===== src/ynmf_pkg.sv =====
package ynmf_pkg;

    localparam int DEF_MAX_WIDTH = 2048;
    localparam int HEIGHT_LIMIT  = 4094;
    localparam int Q_DEPTH       = 2;

    localparam logic [2:0] REG_FRAME_WIDTH  = 3'd0;
    localparam logic [2:0] REG_FRAME_HEIGHT = 3'd1;
    localparam logic [2:0] REG_RECT_LEFT    = 3'd2;
    localparam logic [2:0] REG_RECT_RIGHT   = 3'd3;
    localparam logic [2:0] REG_RECT_TOP     = 3'd4;
    localparam logic [2:0] REG_RECT_BOTTOM  = 3'd5;

    typedef struct packed {
        logic       kind;
        logic [7:0] in_luma_a;
        logic [7:0] in_chroma_u;
        logic [7:0] in_luma_b;
        logic [7:0] in_chroma_v;
    } in_item_t;

    typedef struct packed {
        logic [7:0] out_luma_a;
        logic [7:0] out_chroma_u;
        logic [7:0] out_luma_b;
        logic [7:0] out_chroma_v;
        logic       frame_end;
    } out_item_t;

    typedef struct packed {
        logic [11:0] frame_width;
        logic [11:0] frame_height;
        logic [11:0] rect_left;
        logic [11:0] rect_right;
        logic [11:0] rect_top;
        logic [11:0] rect_bottom;
    } cfg_t;

    // per component neighbor sums, lane 0 = Y0 ... lane 3 = V
    typedef struct packed {
        logic [3:0][10:0] sum;
        logic [3:0]       count;
        logic [31:0]      center;
        logic             filt;
        logic             frame_end;
    } q_entry_t;

    // ceil(2^16 / c); exact floor division for sums below 2048
    function automatic logic [16:0] recip(input logic [3:0] c);
        logic [16:0] r;
        case (c)
            4'd1:    r = 17'd65536;
            4'd2:    r = 17'd32768;
            4'd3:    r = 17'd21846;
            4'd4:    r = 17'd16384;
            4'd5:    r = 17'd13108;
            4'd6:    r = 17'd10923;
            4'd7:    r = 17'd9363;
            4'd8:    r = 17'd8192;
            default: r = 17'd0;
        endcase
        return r;
    endfunction

endpackage


===== src/ynmf_back.sv =====
module ynmf_back (
    input  logic                clk,
    input  logic                rst_n,
    input  logic                q_empty,
    input  ynmf_pkg::q_entry_t  q_data,
    output logic                q_pop,
    output logic                empty,
    input  logic                pop,
    output ynmf_pkg::out_item_t out_data
);
    import ynmf_pkg::*;

    logic        out_valid_reg;
    out_item_t   out_reg;
    logic [16:0] rc;
    logic [27:0] prod [4];
    logic [3:0][7:0] res;

    assign q_pop = !q_empty && (!out_valid_reg || pop);

    always_comb
    begin
        rc = recip(q_data.count);
        for (int q = 0; q < 4; q++)
        begin
            prod[q] = 28'(q_data.sum[q]) * 28'(rc);
            res[q]  = q_data.filt ? prod[q][23:16] : q_data.center[q*8 +: 8];
        end
    end

    always_ff @(posedge clk or negedge rst_n)
    begin
        if (!rst_n)
            out_valid_reg <= 1'b0;
        else if (q_pop)
            out_valid_reg <= 1'b1;
        else if (pop)
            out_valid_reg <= 1'b0;
    end

    always_ff @(posedge clk)
    begin
        if (q_pop)
            out_reg <= '{out_luma_a: res[0], out_chroma_u: res[1], out_luma_b: res[2],
                         out_chroma_v: res[3], frame_end: q_data.frame_end};
    end

    assign empty    = !out_valid_reg;
    assign out_data = out_reg;

endmodule


===== config.mk =====
export PLATFORM = sky130hd
export DESIGN_NAME = ynmf_back
export DESIGN_NICKNAME = d
export VERILOG_FILES = /design/src/ynmf_pkg.sv /design/src/ynmf_back.sv
export SDC_FILE = /design/constraint.sdc
export NUM_CORES = 1
export LEC_CHECK = 0
export ABC_AREA = 1
export BUFFER_PORTS_ARGS = -buffer_cell sky130_fd_sc_hd__buf_4
export CORE_UTILIZATION = 58
export CTS_CLUSTER_SIZE = 14
export DETAILED_ROUTE_END_ITERATION = 8
export PLACE_DENSITY = 0.77
export RECOVER_POWER = 50
export SYNTH_ARGS = -nofsm -noshare
export SYNTH_HDL_FRONTEND = slang
export SYNTH_SLANG_ARGS = --single-unit

===== constraint.sdc =====
create_clock -name clk -period 5.8 [get_ports clk]
set_input_delay 1.16 -clock clk [delete_from_list [all_inputs] [get_ports clk]]
set_output_delay 1.16 -clock clk [all_outputs]
set_load 0.005 [all_outputs]

-- Word-level counts from Yosys, hierarchy flattened
Memories as Yosys holds them, arrays and structs flattened.
Cells that the tools add are included.
- multipliers: 4
- multiplexer cells: 6
- reduce and logical (&&, ||, !) cells: 5
- operators with widths (operator ; count):
    $mul A11 B17 Y24 ; 4
    $mux W8 ; 4
    $logic_not A1 Y1 ; 2
    $mux W1 ; 2
    $reduce_bool A2 Y1 ; 1
    $logic_and A1 B1 Y1 ; 1
    $logic_or A1 B1 Y1 ; 1
- bits in registers: 34
- ROM bits: 272
- input bits: 86
- output and inout port bits: 35
- memories: 1
- memories (memory ; depth ; width ; read ports ; clocked after memory_dff ; write ports ; RTL line ; text):
    (no name shown) ; 16 ; 17 ; 1 ; 0 ; 0 ; ynmf_pkg.sv:51 ; case (c)

-- Logic depth before layout (Yosys ltp)
- word-level depth: 4
- depth in mapped cells: 31
- mapped depth without buffers: 30

-- Worst setup path after synthesis
OpenSTA, ideal clock, no wires.
- kind: input port to flip-flop
- start: in q_data[35] (netlist bit)
- end: reg out_reg (netlist bit out_data[8]), data pin
- setup time: 0.253 ns
- data arrival time: 6.133 ns
- path slack: -0.586 ns
- stages: 27
- cell sequence: buf_2 > inv_1 > ha_1 > nand2_1 > nor2_1 > clkbuf_1 > nand2_1 > fa_1 > inv_1 > fa_1 > inv_1 > fa_1 > inv_1 > fa_1 > inv_1 > fa_1 > inv_1 > ha_1 > nand2_1 > nor2_1 > nand2_1 > nor4_1 > nand2_1 > nand3_1 > nand3_1 > nand3_1 > nand2_1
- RTL lines (element ; RTL line ; text):
    start, declared ; ynmf_back.sv:5 ; input ynmf_pkg::q_entry_t q_data,
    end signal, assigned ; ynmf_back.sv:44 ; out_reg <= '{out_luma_a: res[0], out_chroma_u: res[1], out_luma_b: res[2],
    end, declared ; ynmf_back.sv:14 ; out_item_t out_reg;

==> impl_metrics.json <==
{
  "worst_path_most_repeated_cell": "fa_1",
  "ys.flop_type": "edfxtp_1",
  "slew_headroom_pct": -72.84,
  "synth_edf_count": 33,
  "worstHoldStart": "out_valid_reg",
  "area_growth_pct": 30.47,
  "clockBufferDepth": 2,
  "power.density_nw_per_um2": 163.3,
  "finalPower_mw": 4.879,
  "final_core_utilization_pct": 76.96,
  "max_stage_delay_ns": 0.56,
  "wl_per_cell_microns": 18.75,
  "syn_avg_cell_area_sq_um": 7.655,
  "pre_cts_slack_ns": -0.8501,
  "io_buffers": 120,
  "synth_nets": 3779,
  "async_flop_share_pct": 2.941,
  "clkTransAtPathRegs_ns": 0.06,
  "final_max_slew_viol_count": 34,
  "synth_cells": 2992,
  "slowest_stage": "fa_1",
  "grt_pass1_vias": 23780,
  "h-tree-depth": 2,
  "power_leakage_nw": 15.85,
  "rrSetupSlack_ns": 2.68,
  "die_area_sq_um": 40290,
  "cts_tree": "built",
  "start_kind": "primary input",
  "antenna_found_initial": 0,
  "drive_above_1_share_pct": 26.94,
  "rsz0062_at_grt": "yes",
  "period_minus_slack_ns": 6.027,
  "grt_pass1_wl_microns": 122300,
  "crit_buf_inv": 7,
  "crit_start": "q_data[37]",
  "worstSetupPathType": "primary input to flop",
  "drtIter0Drc": 1479,
  "final-hold-violation-count": 0,
  "cts_buffers": 5,
  "antenna_left": 0,
  "boundaryPins": 121,
  "violations": "capacitance limit, slew limit, setup timing",
  "required_ns": 5.87,
  "fin_skew_ns": 0.003968,
  "arrival_ns": 6.09,
  "hp-class": "flop to flop",
  "via_per_inst": 5.279,
  "start_util_pct": 58.99,
  "reg2reg_from": "out_valid_reg",
  "grt-ovfl-total": 0,
  "ys_seq_area_share_pct": 4.436,
  "worstMarginPinSlew_ns": 2.593,
  "ys_ff_latch": 34,
  "drc": 0,
  "drv_cap": 1,
  "cts.sinks": 34,
  "rows": 72,
  "vias": 21410,
  "yosys_warnings": 0,
  "ir_worst_vdd_uv": 134.0,
  "netlist_area_sq_um": 22900,
  "clock-root-buffer": "clkbuf_16",
  "drt_first_pass_iters": 5,
  "path_delay_family": "adder cells",
  "cp_cell_sequence": "buf_4, inv_4, nand2_4, nand2_4, o21ai_4, buf_12, buf_4, nor2_2, inv_1, fa_1, fa_1, inv_1, fa_1, fa_1, fa_1, ha_4, a21oi_2, o21ai_1, nor2_1, nand2_2, xnor2_2, buf_4, o21ai_1",
  "synth_cell_types": 42,
  "hpwl_microns": 65860,
  "crit_path_end_kind": "flop",
  "totalWireLength_microns": 76050,
  "largest_register_ffs": 33,
  "fin_crit_sh_pct": 103.9,
  "layout_setup_ws_ns": -0.2270,
  "num-nets-final": 4323,
  "grt_max_degree": 35,
  "insertedDiodeCount": 0,
  "grt_use_total_pct": 39.53,
  "maxClockFrequency_mhz": 165.9,
  "core-area_sq_um": 38830,
  "place.gp.congestion": 1.024,
  "setup_violations": 32,
  "outcome": "finished, violations left",
  "cp_max_fo": 12,
  "insertion_delay_ns": 0.33,
  "die_w_microns": 200.7,
  "die_h_microns": 200.7
}
[worst reg2reg max path, stage by stage, from the launching register on]
cell and delay, ns:
dfrtp_1 0.36, inv_1 0.09, nor2_1 0.05, nor2_1 0.27, clkbuf_1 1.88
[path summary, 6_finish.rpt]
check / end / cells past startpoint
setup / recovery: out_data[26] / 23
hold / removal: out_valid_reg / 2
setup reg to reg: out_data[15] / 4
hold reg to reg: out_valid_reg / 2
max in group asynchronous: out_valid_reg / 1
min in group asynchronous: out_valid_reg / 1
[synth_stat cells, types with 2 or more instances]
library cell	count	area share (%)
nand3b_2	3	0.15
xor2_1	10	0.38
a21o_1	16	0.52
clkinv_1	3	0.049
nand4_1	32	0.87
nand3b_1	12	0.39
nand2_1	569	9.3
nand4_2	2	0.11
ha_1	189	10
buf_2	13	0.28
inv_1	889	15
inv_2	2	0.033
nor3_1	14	0.31
xnor2_1	9	0.34
nand3_1	82	1.8
o21ai_1	4	0.087
a31oi_1	14	0.38
o21bai_1	7	0.23
nor4_1	7	0.19
clkbuf_1	31	0.51
buf_1	12	0.20
a21oi_1	62	1.4
edfxtp_1	33	4.3
buf_4	3	0.098
a21boi_0	7	0.23
nand2_2	4	0.11
fa_1	512	45
o21a_1	4	0.13
nand2_4	2	0.098
nor2_1	396	6.5
o21ai_0	38	0.83
[metrics by stage]
step | cell area [sq um] | instances | setup TNS, ns | hold slack, ns
3_5_place_dp | 28440 | 4028 | -21.65 | 0.5462
3_3_place_gp | 28440 | 4028 | -19.38 | 0.5193
5_1_grt | 29880 | 4055 | -10.51 | 0.6076
4_1_cts | 29400 | 4052 | -3.457 | 0.5648
6_report | 29880 | 4055 | -4.337 | 0.5542
2_1_floorplan | 23740 | 2992 | -0.7322 | 0.5148
[logic make-up (layout without fill, tap and decap cells)]
logic type / count (synthesis) / count (layout) / synth area share [%]
AO/OA/AOI/OAI: 156 / 156 / 3.922
flip-flops: 34 / 34 / 4.436
buffers and inverters: 955 / 1500 / 15.82
XOR/XNOR: 19 / 19 / 0.7266
adder cells (fa/ha/maj): 701 / 701 / 55.08
AND/OR/NAND/NOR: 1127 / 1127 / 20.02
[power breakdown]
part	switching [mW]	internal (mW)	leakage, nW	total (mW)
sequential	0.0106	0.319	0.329	0.329
clock	0.143	0.196	0.0832	0.339
combinational	2.34	1.87	15.4	4.21
total	2.50	2.38	15.8	4.88
[what timing repair did]
item,in CTS,in global routing
resized for setup,182,132
endpoints found under the setup margin,32,32
gates cloned,0,0
hold buffers,0,0
pin swaps,64,29
buffers inserted,17,3
[cell usage in the layout (no fill, tap or decap), drive strengths merged, types with 33 or more instances in the layout]
cell and count:
inv 889, nand2 575, buf 572, fa 512, nor2 397, ha 189
nand3 83, a21oi 62, o21ai 43, nand4 34, edfxtp 33, clkbuf 33
[layout make-up]
cell class / count / area, sq um
flip-flops and latches: 34 / 1016
multi-input cells: 2003 / 19870
repair buffers: 597 / 4792
inverters: 895 / 3390
well taps: 518 / 648.1
clock buffers: 8 / 166.4
fillers: 2896 / 8945
[metal layers]
metal | share of wire, % | global-route usage (%) | up-vias
met1 | 38 | 49.03 | 10480
li1 | - | - | 9761
met5 | 0 | 0 | -
met2 | 48 | 67.13 | 928
met4 | 5.3 | 18.29 | 0
met3 | 8.1 | 7.321 | 236
Power figures use the tool's default switching activity.
