$ cat src/ynmf_pkg.sv
package ynmf_pkg;

    localparam int DEF_MAX_WIDTH = 2048;
    localparam int HEIGHT_LIMIT  = 4094;
    localparam int Q_DEPTH       = 2;

    localparam logic [2:0] REG_FRAME_WIDTH  = 3'd0;
    localparam logic [2:0] REG_FRAME_HEIGHT = 3'd1;
    localparam logic [2:0] REG_RECT_LEFT    = 3'd2;
    localparam logic [2:0] REG_RECT_RIGHT   = 3'd3;
    localparam logic [2:0] REG_RECT_TOP     = 3'd4;
    localparam logic [2:0] REG_RECT_BOTTOM  = 3'd5;

    typedef struct packed {
        logic       kind;
        logic [7:0] in_luma_a;
        logic [7:0] in_chroma_u;
        logic [7:0] in_luma_b;
        logic [7:0] in_chroma_v;
    } in_item_t;

    typedef struct packed {
        logic [7:0] out_luma_a;
        logic [7:0] out_chroma_u;
        logic [7:0] out_luma_b;
        logic [7:0] out_chroma_v;
        logic       frame_end;
    } out_item_t;

    typedef struct packed {
        logic [11:0] frame_width;
        logic [11:0] frame_height;
        logic [11:0] rect_left;
        logic [11:0] rect_right;
        logic [11:0] rect_top;
        logic [11:0] rect_bottom;
    } cfg_t;

    // per component neighbor sums, lane 0 = Y0 ... lane 3 = V
    typedef struct packed {
        logic [3:0][10:0] sum;
        logic [3:0]       count;
        logic [31:0]      center;
        logic             filt;
        logic             frame_end;
    } q_entry_t;

    // ceil(2^16 / c); exact floor division for sums below 2048
    function automatic logic [16:0] recip(input logic [3:0] c);
        logic [16:0] r;
        case (c)
            4'd1:    r = 17'd65536;
            4'd2:    r = 17'd32768;
            4'd3:    r = 17'd21846;
            4'd4:    r = 17'd16384;
            4'd5:    r = 17'd13108;
            4'd6:    r = 17'd10923;
            4'd7:    r = 17'd9363;
            4'd8:    r = 17'd8192;
            default: r = 17'd0;
        endcase
        return r;
    endfunction

endpackage

$ cat src/ynmf_queue.sv
module ynmf_queue (
    input  logic               clk,
    input  logic               rst_n,
    input  logic               wr,
    input  ynmf_pkg::q_entry_t wr_data,
    input  logic               rd,
    output ynmf_pkg::q_entry_t rd_data,
    output logic [1:0]         count,
    output logic               q_full,
    output logic               q_empty
);
    import ynmf_pkg::*;

    q_entry_t mem_reg [Q_DEPTH];
    logic     wp_reg, rp_reg;
    logic [1:0] count_reg;

    always_ff @(posedge clk or negedge rst_n)
    begin
        if (!rst_n)
        begin
            wp_reg    <= 1'b0;
            rp_reg    <= 1'b0;
            count_reg <= '0;
        end
        else
        begin
            if (wr) wp_reg <= ~wp_reg;
            if (rd) rp_reg <= ~rp_reg;
            count_reg <= count_reg + 2'(wr) - 2'(rd);
        end
    end

    always_ff @(posedge clk)
    begin
        if (wr) mem_reg[wp_reg] <= wr_data;
    end

    assign rd_data = mem_reg[rp_reg];
    assign count   = count_reg;
    assign q_full  = count_reg == 2'(Q_DEPTH);
    assign q_empty = count_reg == 2'd0;

endmodule

$ cat config.mk
export PLATFORM = sky130hd
export DESIGN_NAME = ynmf_queue
export DESIGN_NICKNAME = d
export VERILOG_FILES = /design/src/ynmf_pkg.sv /design/src/ynmf_queue.sv
export SDC_FILE = /design/constraint.sdc
export NUM_CORES = 1
export LEC_CHECK = 0
export BUFFER_PORTS_ARGS = -buffer_cell sky130_fd_sc_hd__buf_2
export CAP_MARGIN = 10
export CELL_PAD_IN_SITES_DETAIL_PLACEMENT = 0
export CELL_PAD_IN_SITES_GLOBAL_PLACEMENT = 1
export CORE_MARGIN = 5
export CORE_UTILIZATION = 48
export DETAILED_ROUTE_END_ITERATION = 10
export PLACE_DENSITY_LB_ADDON = 0.1
export SYNTH_ARGS = -nofsm -noshare
export SYNTH_HDL_FRONTEND = slang
export SYNTH_SLANG_ARGS = --single-unit
$ cat constraint.sdc
create_clock -name clk -period 9 [get_ports clk]
set_clock_uncertainty 0.15 [all_clocks]
set_input_delay 1.8 -clock clk [delete_from_list [all_inputs] [get_ports clk]]
set_output_delay 1.8 -clock clk [all_outputs]
set_load 0.01 [all_outputs]
## Word-level counts from Yosys, hierarchy flattened

Memory sizes are Yosys's and may differ from the RTL's.
Cells that the tools add are included.

- Add/subtract/negate cells: 2
- Reduce and logical (&&, ||, !) cells: 1
- Eq/ne operators: 1
- Mux-type cells: 2
- Bitwise logic cells: 2

Operator list:

| kind | number |
|---|---|
| 2-bit by 1-bit adder with 2-bit output | 1 |
| 2-bit equality test (second input constant) | 1 |
| 2-bit zero test | 1 |
| 1-bit 2-to-1 mux | 2 |
| 1-bit NOT | 2 |
| 2-bit by 1-bit subtractor with 2-bit output | 1 |

- Register bits after elaboration: 4
- Memories: 1
- Output and inout bits: 86
- Memory bits (writable): 164

Memory list:

| name | depth | width | read ports | clocked after memory_dff | write ports | line | text |
|---|---|---|---|---|---|---|---|
| mem_reg | 2 | 82 | 1 | 0 | 1 | ynmf_queue.sv:14 | `q_entry_t mem_reg [Q_DEPTH];` |

## Depth between registers and ports, before layout

Gate-level depths: netlist of the first run.

- Word-level depth: 2
- Depth in mapped cells: 5

## Worst setup path after synthesis of the first run

No wires, ideal clock.

- Path kind: input-to-reg
- Start: input wr
- End: memory mem_reg[0][0] (netlist name) (enable)
- Data required time: 8317 ps
- Library setup time: 533 ps
- Stages on the path: 1
- Buffers on the path: 0
- Setup slack: 2934 ps
- Arrival: 5383 ps
- Cell sequence: nor2b_1

- Word-level cells in the longest chain between the ends: 2

Ends and longest elaborated chain:

| element | line | text |
|---|---|---|
| from (decl) | ynmf_queue.sv:4 | `input logic wr,` |
| 1-bit 2-to-1 mux | ynmf_queue.sv:36 | `if (wr) mem_reg[wp_reg] <= wr_data;` |
| 1-bit 2-to-1 mux (implied by the code) | ynmf_queue.sv:36 |  |
| to (decl) | ynmf_queue.sv:14 |  |

No other way between the ends.

==> results.py, run 1 <==
metrics = {
    "worst_setup_path": {
        "crit_fanout": 44,
        "rr_startpoint": "wp_reg",
        "critical_path.startpoint_type": "flop",
        "path_class": "reg -> out",
        "r2r-end": "mem_reg[0][71]",
        "r2r_cells": 2,
        "critical_path_arrival_ns": 2.68,
        "end_kind": "output pin",
        "rrSetupSlack_ns": 6.74,
        "worst_ep_required_time_ns": 7.05,
        "crit_start": "rp_reg",
    },
    "routing": {
        "ant_nets": 0,
        "wl_per_cell_um": 17.1,
        "dr.pass1.iters": 4,
        "drc": 0,
        "drt-total-wl_mm": 11.0,
        "vias_per_cell": 4.77,
        "num_vias": 3060,
        "drtIter0Drc": 124,
    },
    "finish": {
        "nNetsFinal": 542,
        "area_growth_syn_to_layout_pct": 23.5,
        "antenna_cells": 0,
        "nFillCells": 1041,
        "largest_register_ffs": 164,
        "fin_cells": 642,
        "drive_gt1_frac": 0.609,
    },
    "clocking": {
        "cts_resized": 0,
        "cts-root-buf": "clkbuf_16",
        "cts.reportedPaths.clkPinSlew_ns": 0.06,
        "tritoncts": "built",
        "cts_buffers": 17,
        "h-tree-depth": 4,
        "clock_sinks": 168,
        "clk_latency_ns": 0.41,
        "post_cts_buffers": 0,
        "max-clock-path-buffers": 2,
        "hold_buffers": 0,
    },
    "synth": {
        "synth_compound_area_frac": 0,
        "synth_top_area_share": 0.762,
        "synth_top_family_by_area": "multiplexers",
        "synth_cell_types": 14,
        "yosysTopAreaCell": "edfxtp_1",
        "yosys-mux-area-fraction": 0.184,
        "synthSimpleGateAreaFrac": 0.00348,
        "synthCells": 270,
        "syn_area_um2": 6460,
        "ys_seq_elements": 168,
        "syn_area_per_cell_um2": 23.9,
        "yosys_warnings": 0,
        "syn-num-nets": 358,
        "synth-xor-area-share": 0.00639,
        "synth_adder_area_share": 0.00387,
        "ys_seq_area_frac": 0.777,
        "netlist_top_cells_area": "edfxtp_1 (76%), mux2_4 (16%), buf_12 (2.2%), mux2_2 (2.1%), dfrtp_1 (1.5%)",
    },
    "die": {
        "start_util": 0.488,
        "ios": 172,
        "fp-row-count": 42,
        "core_area_um2": 13200,
        "die_x_um": 126,
        "die-height_um": 126,
        "die-area_um2": 15900,
    },
    "sta": {
        "tns_ns": 0,
        "fmax_ghz": 0.216,
        "min_period_ns": 4.63,
        "rsz0062_at_grt": "no",
        "maxSlewViolCount": 0,
        "finalHoldViolations": 0,
        "fin_crit_sh": 0.514,
        "worst_slew_pin_slew_ns": 0.894,
        "slew_headroom": 0.404,
        "setup_viol": 0,
        "whs_ns": 0.395,
    },
    "status": {
        "status": "finished clean",
    },
    "min_path": {
        "min-delay-start": "wp_reg",
        "worst_hold_path_type": "reg -> reg",
        "hold_end": "wp_reg",
        "worstHoldPathCells": 1,
    },
    "grt": {
        "grt_pass1_wl_mm": 16.8,
        "grt_max_degree": 66,
        "grt_pass1_vias": 3223,
        "antenna_found_initial": 1,
        "grt_overflow": 0,
        "grtUsageTotal": 0.142,
    },
    "placed_design": {
        "dp.cells": 611,
        "gp_congestion": 0.698,
        "portBuffers": 171,
    },
    "run": {
        "drv_cap": 0,
    },
    "pwr": {
        "power-per-cell-area_nw_per_um2": 320,
        "vdd_drop_max_uv": 228,
        "leakage_uw": 0.00324,
    },
}
stage by stage:
| stage | instance area (um^2) | utilization | setup slack (ns) | power, uW |
|---|---|---|---|---|
| 2_1_floorplan | 6460 | - | 2.93 | 1700 |
| 3_5_place_dp | 7420 | 0.560 | 4.76 | 1900 |
| 5_1_grt | 7990 | 0.603 | 4.24 | 2680 |
| 4_1_cts | 7990 | 0.603 | 4.30 | 2600 |
| 6_report | 7990 | 0.603 | 4.37 | 2550 |
| 3_3_place_gp | 7420 | 0.560 | 4.78 | 1890 |
critical path, cell delays in order (launching register included):
cell and delay [ns]:
dfrtp_4 0.89, buf_4 0.77, mux2_2 0.41, buf_2 0.14
layer usage:
layer	part of all wire	wire (um)	vias up	global-route usage
met4	0.022	239	2	0.0675
met5	0.00064	7	-	0
li1	-	-	1439	-
met2	0.49	5420	108	0.230
met1	0.41	4540	1490	0.166
met3	0.073	809	21	0.0559
how the worst max path moves through the flow:
stage	end	slack, ns	cells past startpoint
after detailed placement	rd_data[81]	4.76	3
after global placement	rd_data[1]	4.78	3
final	rd_data[81]	4.37	3
after CTS	rd_data[81]	4.30	3
after floorplan	mem_reg[0][0]	2.93	1
after global routing	rd_data[81]	4.24	3
Yosys cell counts (all sizes together):
master,number
edfxtp,164
mux2,82
buf,9
dfrtp,4
ha,2
inv,2
nor2b,2
xor2,2
and2,1
nor2,1
xor3,1
report_power, final:
group / switching [uW] / leakage (uW) / internal [uW]
combinational: 344 / 0.00138 / 394
sequential: 84.9 / 0.00158 / 1040
clock: 262 / 0.000277 / 427
area by class of cell:
type                    instances  area [um^2]  area share
multi-input cells              91         1280       0.161
clock inverters                13          136      0.0171
flip-flops and latches        168         5030       0.630
clock buffers                  18          429      0.0537
repair buffers                174          878       0.110
inverters                       2         7.51    0.000940
well taps                     176          220      0.0276
cell usage in the layout (no fill, tap or decap), types with 2 or more instances in the layout:
cell / n
clkbuf_16: 17
xor2_1: 2
clkinv_2: 4
buf_4: 3
clkinv_1: 5
edfxtp_1: 164
ha_1: 2
mux2_2: 12
inv_1: 2
bufinv_16: 3
mux2_4: 70
dfrtp_1: 3
buf_2: 171
cell families after synthesis:
| family | after synthesis |
|---|---|
| xor gates and xnor gates | 3 |
| adders and majority gates | 2 |
| buffers and inverters | 11 |
| DFF | 168 |
| muxes | 82 |
| and+or+nand+nor | 4 |
No activity file was read; power rests on OpenSTA's default activity.
==> run 2, diff against run 1 <==
CORE_UTILIZATION = 45   (was 48)
clock period = 4.8 ns   (was 9 ns; I/O delays follow)
==> run 2 against run 1 <==
  * Die area grew 6.1%
  * Cell count increased by 0.47%
  * Sequential power is 88% higher
  * Critical path depth is the same
  * Critical path type unchanged
  * Critical endpoint is now rd_data[1]
==> results.py, run 2 (same netlist as run 1, synthesis figures left out) <==
metrics = {
    "grt": {
        "grt_max_degree": 83,
        "grt_pass1_wl_mm": 16.8,
        "grt_overflow": 0,
        "antenna_found_initial": 1,
        "grt_pass1_vias": 3204,
        "grtUsageTotal": 0.137,
    },
    "worst_setup_path": {
        "worst_ep_required_time_ns": 3.69,
        "path_class": "reg -> out",
        "crit_buf_inv": 2,
        "critical_path.startpoint_type": "flop",
        "end_kind": "output pin",
        "rr_startpoint": "wp_reg",
        "crit_chain": "buf_4 -> mux2_2 -> buf_2",
        "rrSetupSlack_ns": 2.70,
        "r2r_cells": 2,
        "r2r-end": "mem_reg[0][78]",
        "slowest_delay_ns": 0.93,
        "crit_family": "flip-flops",
        "crit_start": "rp_reg",
        "crit_fanout": 42,
        "path_depth": 3,
        "critical_path_arrival_ns": 2.38,
        "cp_slowest_cell": "dfrtp_4",
    },
    "die": {
        "die-height_um": 130,
        "die_x_um": 130,
        "die-area_um2": 16900,
        "ios": 172,
        "fp-row-count": 43,
        "core_area_um2": 14000,
        "start_util": 0.462,
    },
    "clocking": {
        "clk_latency_ns": 0.41,
        "cts_buffers": 17,
        "post_cts_buffers": 0,
        "cts-root-buf": "clkbuf_16",
        "tritoncts": "built",
        "hold_buffers": 0,
        "max-clock-path-buffers": 2,
        "clock_sinks": 168,
        "h-tree-depth": 4,
        "cts_resized": 0,
        "cts.reportedPaths.clkPinSlew_ns": 0.06,
    },
    "routing": {
        "vias_per_cell": 4.78,
        "drt-total-wl_mm": 11.4,
        "drc": 0,
        "wl_per_cell_um": 17.7,
        "num_vias": 3082,
        "ant_nets": 0,
        "dr.pass1.iters": 4,
        "drtIter0Drc": 146,
    },
    "finish": {
        "drive_gt1_frac": 0.611,
        "fin_cells": 645,
        "nNetsFinal": 542,
        "multi_input_area_um2": 1280,
        "nFillCells": 1130,
        "mostFrequentLayoutCell": "buf_2",
        "final_cell_area_um2": 8000,
        "layout_common_cells": "buf_2 (171), edfxtp_1 (164), mux2_4 (70), clkbuf_16 (17), mux2_2 (12)",
        "area_growth_syn_to_layout_pct": 23.8,
        "regArea_um2": 5030,
        "antenna_cells": 0,
        "largest_register_ffs": 164,
    },
    "sta": {
        "min_period_ns": 3.49,
        "fmax_ghz": 0.286,
        "worst_slew_pin_slew_ns": 1.13,
        "rsz0062_at_grt": "no",
        "maxSlewViolCount": 0,
        "finalHoldViolations": 0,
        "slew_headroom": 0.248,
        "whs_ns": 0.193,
        "fin_crit_sh": 0.727,
        "tns_ns": 0,
        "setup_viol": 0,
    },
    "pwr": {
        "power-per-cell-area_nw_per_um2": 601,
        "power_uw": 4810,
        "leakage_uw": 0.00324,
        "vdd_drop_max_uv": 263,
    },
    "min_path": {
        "worst_hold_path_type": "in -> async",
    },
    "placed_design": {
        "hpwlAfterDp_mm": 7.48,
        "gp_congestion": 0.649,
        "dp.cells": 615,
        "place_area_um2": 7440,
        "portBuffers": 171,
    },
    "status": {
        "status": "finished clean",
    },
    "run": {
        "drv_cap": 0,
    },
}
run 2: cell types whose count changed in the layout (fill, tap and decap cells not counted):
cell      previous run  this run
clkinv_4             0         1
clkinv_2             4         3
clkbuf_1             1         2
clkinv_1             5         3
buf_4                3         2
buf_12               0         1
run 2: how the worst max path moves through the flow:
stage                          to
CTS                    rd_data[1]
global route           rd_data[1]
global placement       rd_data[1]
finish                 rd_data[1]
detailed placement     rd_data[1]
floorplan           mem_reg[0][0]
run 2: area by class of cell:
class                      count  area share
tap                          180      0.0281
timing repair buffer         174       0.111
sequential                   168       0.628
inverter                       2    0.000938
multi-input combinational     91       0.161
clock inverter                11      0.0166
clock buffer                  19      0.0541
run 2: worst register-to-register path: stages, from the launching register on:
cell     delay (ns)
dfrtp_1        0.42
nor2b_4        0.77
buf_12         0.38
run 2: metrics by stage:
stage               setup WS (ns)  utilization
floorplan                    1.11            -
global placement             1.72        0.532
CTS                          1.26        0.572
detailed placement           1.73        0.532
global route                 1.19        0.572
finish                       1.31        0.572
run 2: power breakdown:
group	leakage, uW	internal [uW]	switching (uW)
clock network	0.000275	804	501
registers	0.00158	1950	168
logic	0.00138	743	639
run 2: routing by layer:
metal / wire [um] / track usage / vias to the layer above
met5: 13 / 0 / -
met4: 274 / 0.0648 / 2
met3: 908 / 0.0540 / 24
met2: 5770 / 0.224 / 105
met1: 4460 / 0.158 / 1511
li1: - / - / 1440
